File: config.mk
export PLATFORM = sky130hd
export DESIGN_NAME = byte_ring_fifo_with_watermark
export DESIGN_NICKNAME = d
export VERILOG_FILES = /design/src/rtl/brfifo_pkg.sv /design/src/rtl/brfifo_ram.sv /design/src/rtl/byte_ring_fifo_with_watermark.sv
export SDC_FILE = /design/constraint.sdc
export NUM_CORES = 2
export LEC_CHECK = 0
export BUFFER_PORTS_ARGS = -buffer_cell sky130_fd_sc_hd__buf_4
export CAP_MARGIN = 15
export CORE_UTILIZATION = 61
export DETAILED_ROUTE_END_ITERATION = 10
export GPL_TIMING_DRIVEN = 1
export PLACE_DENSITY = 0.81
export SETUP_SLACK_MARGIN = 0.1
export SLEW_MARGIN = 40
export SYNTH_ARGS = -nofsm -noshare
export SYNTH_HDL_FRONTEND = slang
export SYNTH_SLANG_ARGS = --single-unit
File: constraint.sdc
create_clock -name clk -period 4.65 [get_ports clk]
set_clock_uncertainty 0.15 [all_clocks]
set_input_delay 0 -clock clk [delete_from_list [all_inputs] [get_ports clk]]
set_output_delay 0 -clock clk [all_outputs]
set_load 0.02 [all_outputs]
File: src/rtl/brfifo_pkg.sv
// shared constants and helpers for the byte ring fifo
// no dependencies

package brfifo_pkg;

  localparam int unsigned DEPTH   = 256;
  localparam int unsigned PTR_W   = $clog2(DEPTH);
  localparam int unsigned CNT_W   = $clog2(DEPTH) + 1;
  localparam int unsigned DATA_W  = 8;
  localparam int unsigned CAP_W   = 9;
  localparam int unsigned CAP_MIN = 3;
  localparam int unsigned CAP_RST = 256;
  localparam int unsigned RUN_W   = 9;
  localparam int unsigned RUN_MAX = (1 << RUN_W) - 1;

  typedef enum logic {
    OP_WRITE = 1'b0,
    OP_READ  = 1'b1
  } op_t;

  // limit a written capacity value to the usable range
  function automatic logic [CNT_W-1:0] clamp_cap(input logic [CAP_W-1:0] v);
    logic [CNT_W-1:0] r;
    if (32'(v) < CAP_MIN) begin
      r = CNT_W'(CAP_MIN);
    end else if (32'(v) > DEPTH) begin
      r = CNT_W'(DEPTH);
    end else begin
      r = CNT_W'(v);
    end
    return r;
  endfunction

endpackage

File: src/rtl/brfifo_ram.sv
// generic single-write, single-read ram with registered read data
// no dependencies

module brfifo_ram #(
  parameter int unsigned WIDTH = 8,
  parameter int unsigned DEPTH = 256
) (
  input  logic                     clk,
  input  logic                     we,
  input  logic [$clog2(DEPTH)-1:0] waddr,
  input  logic [WIDTH-1:0]         wdata,
  input  logic                     re,
  input  logic [$clog2(DEPTH)-1:0] raddr,
  output logic [WIDTH-1:0]         rdata
);

  logic [WIDTH-1:0] mem [DEPTH];

  always_ff @(posedge clk) begin
    if (we) begin
      mem[waddr] <= wdata;
    end
    if (re) begin
      rdata <= mem[raddr];
    end
  end

endmodule

File: src/rtl/byte_ring_fifo_with_watermark.sv
// byte fifo on a circular ram store with fill count, high-water mark and sticky overflow
// depends on brfifo_pkg and brfifo_ram
// the result of a transaction is strobed in the cycle after it is accepted, unless a configuration write intervenes
// throughput: one transaction per cycle, busy stays low; the ram read port sets the latency
// reset clears pointers, counters and flags and sets capacity to its maximum
// the ram is not cleared; the receiver cannot stall the result strobe

module byte_ring_fifo_with_watermark (
  input  logic                        clk,
  input  logic                        rst,
  input  logic                        start,
  output logic                        busy,
  input  logic                        op,
  input  logic [brfifo_pkg::DATA_W-1:0] data_in,
  input  logic                        last_in,
  input  logic                        cfg_write,
  input  logic [brfifo_pkg::CAP_W-1:0]  cfg_data,
  output logic                        strobe,
  output logic [brfifo_pkg::DATA_W-1:0] data_out,
  output logic                        done_res,
  output logic [brfifo_pkg::RUN_W-1:0]  run_count,
  output logic [brfifo_pkg::CNT_W-1:0]  fill_level,
  output logic [brfifo_pkg::CNT_W-1:0]  max_fill,
  output logic                        overflow
);

  import brfifo_pkg::*;

  logic [CNT_W-1:0]  capacity;
  logic [PTR_W-1:0]  write_ptr, write_ptr_next;
  logic [PTR_W-1:0]  read_ptr, read_ptr_next;
  logic [CNT_W-1:0]  count, count_next;
  logic [CNT_W-1:0]  high_water, high_water_next;
  logic              overflow_flag, overflow_flag_next;
  logic [RUN_W-1:0]  call_total, call_total_next, run_val;
  logic              accept, wr_ok, rd_ok, ok;
  logic              rd_hit;
  logic [DATA_W-1:0] ram_rdata;

  assign busy   = 1'b0;
  assign accept = start && !busy;
  assign wr_ok  = accept && (op_t'(op) == OP_WRITE) && (count < capacity);
  assign rd_ok  = accept && (op_t'(op) == OP_READ) && (count != '0);
  assign ok     = wr_ok || rd_ok;

  function automatic logic [PTR_W-1:0] advance(input logic [PTR_W-1:0] p,
                                               input logic [CNT_W-1:0] cap);
    logic [CNT_W-1:0] n;
    n = CNT_W'(p) + CNT_W'(1);
    return (n >= cap) ? '0 : n[PTR_W-1:0];
  endfunction

  always_comb begin
    write_ptr_next     = write_ptr;
    read_ptr_next      = read_ptr;
    count_next         = count;
    high_water_next    = high_water;
    overflow_flag_next = overflow_flag;
    if (wr_ok) begin
      write_ptr_next = advance(write_ptr, capacity);
      count_next     = count + CNT_W'(1);
      if (count_next > high_water) begin
        high_water_next = count_next;
      end
    end else if (rd_ok) begin
      read_ptr_next = advance(read_ptr, capacity);
      count_next    = count - CNT_W'(1);
    end
    if (accept && (op_t'(op) == OP_WRITE) && !wr_ok) begin
      overflow_flag_next = 1'b1;
    end
    // saturating per-call count, restarts after the last byte of a call
    run_val = call_total;
    if (ok && (32'(call_total) < RUN_MAX)) begin
      run_val = call_total + RUN_W'(1);
    end
    call_total_next = last_in ? '0 : run_val;
  end

  brfifo_ram #(
    .WIDTH (DATA_W),
    .DEPTH (DEPTH)
  ) u_store (
    .clk   (clk),
    .we    (wr_ok),
    .waddr (write_ptr),
    .wdata (data_in),
    .re    (rd_ok),
    .raddr (read_ptr),
    .rdata (ram_rdata)
  );

  always_ff @(posedge clk) begin
    if (rst) begin
      capacity      <= clamp_cap(CAP_W'(CAP_RST));
      write_ptr     <= '0;
      read_ptr      <= '0;
      count         <= '0;
      high_water    <= '0;
      overflow_flag <= 1'b0;
      call_total    <= '0;
      strobe        <= 1'b0;
      rd_hit        <= 1'b0;
    end else if (cfg_write) begin
      capacity      <= clamp_cap(cfg_data);
      write_ptr     <= '0;
      read_ptr      <= '0;
      count         <= '0;
      high_water    <= '0;
      overflow_flag <= 1'b0;
      call_total    <= '0;
      strobe        <= 1'b0;
      rd_hit        <= 1'b0;
    end else begin
      strobe <= accept;
      rd_hit <= rd_ok;
      if (accept) begin
        write_ptr     <= write_ptr_next;
        read_ptr      <= read_ptr_next;
        count         <= count_next;
        high_water    <= high_water_next;
        overflow_flag <= overflow_flag_next;
        call_total    <= call_total_next;
      end
    end
  end

  // result payload, read data comes from the ram output register and reads as zero unless the read succeeded
  always_ff @(posedge clk) begin
    if (accept) begin
      done_res   <= ok;
      run_count  <= run_val;
      fill_level <= count_next;
      max_fill   <= high_water_next;
      overflow   <= overflow_flag_next;
    end
  end

  assign data_out = rd_hit ? ram_rdata : '0;

  a_strobe_follows: assert property (@(posedge clk) disable iff (rst)
    (accept && !cfg_write) |=> strobe)
    else $error("accepted transaction gave no result strobe");

  a_count_bound: assert property (@(posedge clk) disable iff (rst)
    count <= capacity)
    else $error("fill count above capacity");

  a_watermark: assert property (@(posedge clk) disable iff (rst)
    high_water >= count)
    else $error("high-water mark below fill count");

  a_overflow_sticky: assert property (@(posedge clk) disable iff (rst)
    ($past(overflow_flag) && !$past(cfg_write) && !$past(rst)) |-> overflow_flag)
    else $error("overflow flag cleared without configuration write");

  a_read_hit: assert property (@(posedge clk) disable iff (rst)
    rd_hit |-> (strobe && done_res))
    else $error("read data marked without a successful read result");

endmodule
==> reports/qor.csv <==
stage,metric,value,unit
outcome,status,"complete, no violations",
global_route,first_global_vias,44500,
cells_and_area,final_cells,6332,
floorplan,fp.dieW,372,um
global_route,gr-usage-met1,40.6,%
sta,hold_ws,0.0170,ns
cts,cts_tree,yes,
cts,post_cts_resize_count,0,
sta,max_freq,0.233,GHz
cells_and_area,multi_input_area,0.0187,sq mm
yosys,yosysTopAreaCell,edfxtp_1,
critical_path,path_delay_family,simple AND/OR/NAND/NOR gates,
cts,clock-sinks,2140,
cts,clockBufferDepth,3,
drt,routedWlPerCell,33.2,um
critical_path,cp-start-kind,register,
pwr,cellLeakagePower,29.1,nW
critical_path,crit_path_max_fanout,37,
drt,routed_wirelength,210000,um
cells_and_area,final_core_util,69.3,%
sta,setup_viol,0,
global_route,grt_use_total,30.7,%
drt,viasPerCell,6.98,
floorplan,die_h,372,um
placed_design,portBuffers,60,
drt,initialDrtViolationCount,6704,
cts,path_clk_slew,0.07,ns
critical_path,cp_num_buf_inv,1,
placed_design,place_congestion,0.899,
critical_path,r2r_slack,0.35,ns
floorplan,rows,135,
yosys,ys_top_cells_by_area,"edfxtp_1 (75%), mux4_2 (13%), dfxtp_1 (1.3%)",
sta,period_minus_slack,4.30,ns
global_route,grt_use_met2,49.6,%
critical_path,max_stage_delay,0.77,ns
yosys,async_reset_ff_share,0,%
yosys,synth_cell_types,74,
critical_path,slowest_stage,dfxtp_4,
cts,hold_buffers,44,
sta,tightest_slew,0.990,ns
critical_path,end_kind,register,
global_route,gr-usage-met3,7.22,%
yosys,syn-num-nets,4226,
critical_path,crit_start,read_ptr[0],
critical_path,crit_arrival,4.78,ns
sta,fin_crit_sh,92.5,%
drt,drc,0,
cts,root_buffer,clkbuf_16,
yosys,synth_top_area_share,74.9,%
drt,vias,44200,
cts,clk_latency,0.82,ns
cells_and_area,fin_nets,4441,
sta,setup_tns,0,ns
global_route,grt_first_pass_wirelength,303000,um
global_route,grt.busiest_layer,met2,
cells_and_area,fillerInstances,7709,
yosys,syn-cell-area,0.0836,sq mm
hold_path,hold_class,in2reg,
pwr,ir_worst_vdd,0.378,mV
cells_and_area,seqCellArea,0.0637,sq mm
drt,drtAntennaViolNets,0,
floorplan,dieArea,0.139,sq mm
yosys,synth_flop_cell,edfxtp_1,
drt,firstDrtPassIters,6,
floorplan,initial_utilization,61.6,%
sta,rsz0062_at_grt,no,
cts,cts_buffers,199,
global_route,grt_start_max_net_pins,148,
critical_path,cp.required,5.13,ns
sta,drv_slew,0,
hold_path,hp-start,data_in[0],
pwr,fin_total_pwr,0.0389,W
cts,h-tree-depth,4,
global_route,gr-total-overflow,0,
cells_and_area,syn2layout_area_growth,12.6,%
placed_design,dp_hpwl,118000,um
floorplan,core,0.136,sq mm
yosys,syn_area_per_cell,20.1,sq um
critical_path,path_cells,buf_4 -> mux4_2 -> o22ai_1 -> or2_2 -> nor3_1 -> nand3_1 -> a22o_1 -> nor3_1,
critical_path,r2r-start,read_ptr[0],
sta,max_slew_margin,33.9,%
critical_path,critPathKind,reg2reg,
placed_design,dp_cells,5903,
yosys,ys_seq_area_share,76.2,%
yosys,ys_ff_latch,2140,
floorplan,ios,62,
run,maxCapViolCount,0,
critical_path,crit_path_frequent_cell,nor3_1,
yosys,synth_edf_count,2085,
pwr,power.density,413,mW/mm^2
global_route,antenna_found_initial,5,
yosys,yosys_warnings,0,
cells_and_area,drive_above_1_share,24.0,%
cts,post_cts_buffers,0,
sta,hold_viol_final,0,
yosys,syn-instance-count,4160,
-- report_power, final --
group | total [W] | switching [W] | internal [W] | leakage (nW)
combinational | 0.000883 | 0.000602 | 0.000280 | 6.65
clock | 0.0168 | 0.00724 | 0.00954 | 3.27
sequential | 0.0212 | 0.0000206 | 0.0212 | 19.2
-- final timing paths --
path | endpoint | depth (start not counted)
worst min-delay path | u_store.mem[88][0] | 2
worst max-delay path | u_store.rdata[5] | 8
worst max register to register | u_store.rdata[5] | 8
worst min register to register | high_water[7] | 2
-- sequential cells by signal, summed over array words and instances, names as in the netlist --
register,flops
read_ptr,8
u_store.rdata,8
u_store.mem,2048
rd_hit,1
high_water,9
call_total,9
fill_level,9
done_res,1
count,9
overflow_flag,1
write_ptr,8
strobe,1
run_count,9
capacity,9
overflow,1
max_fill,9
-- stage by stage --
step	instance area [sq um]	worst slack (ns)
after detailed placement	86800	0.474
after global placement	86700	0.314
after CTS	93900	0.471
after floorplan	83600	1.26
after global routing	94100	0.257
final	94100	0.351
-- synth_stat cells, drive strengths merged, types with 28 or more instances --
cell	n
a211oi	49
a21oi	41
a22o	58
a22oi	78
and2	28
buf	116
clkbuf	141
dfxtp	55
edfxtp	2085
ha	43
inv	29
mux2i	85
mux4	480
nand2	146
nand3	48
nor2	290
nor3	61
o22ai	99
-- routing by layer --
metal	vias up	routed length, um
li1	17600	-
met1	22500	72100
met2	3497	103000
met3	621	25300
met4	8	10000
met5	-	168
-- cell usage in the layout, fill, tap and decap left out, types with 45 or more instances in the layout --
master            n
a211oi_1         48
a22o_1           58
a22oi_1          78
buf_4           191
clkbuf_16       205
clkinv_1         45
dfxtp_1          50
dlygate4sd3_1    45
edfxtp_1       2085
mux2i_1          85
mux4_2          480
nand2_1         141
nand3_1          48
nor2_1          276
nor3_1           61
o22ai_1          99
-- worst register-to-register path: stages (launching register included) --
cell	delay (ns)
dfxtp_4	0.77
buf_4	0.70
mux4_2	0.40
o22ai_1	0.12
or2_2	0.37
nor3_1	0.59
nand3_1	0.36
a22o_1	0.38
nor3_1	0.27
-- area by class of cell --
type                       count  area share (%)
sequential                  2140            67.7
multi-input combinational   1734            19.9
clock buffer                 231            5.52
timing repair buffer         271            2.77
tap                         1781            2.37
clock inverter               142            1.61
inverter                      29           0.118
antenna                        4          0.0106
-- cells by family after synthesis --
group,synth area share (%)
AO/OA/AOI/OAI,3.57
XOR/XNOR,0.314
adder cells (fa/ha/maj),0.643
buffers and inverters,1.57
flip-flops,76.2
multiplexers,14.1
other,0.00448
AND/OR/NAND/NOR,3.62
Note: power is estimated with default switching activity, not from simulation.
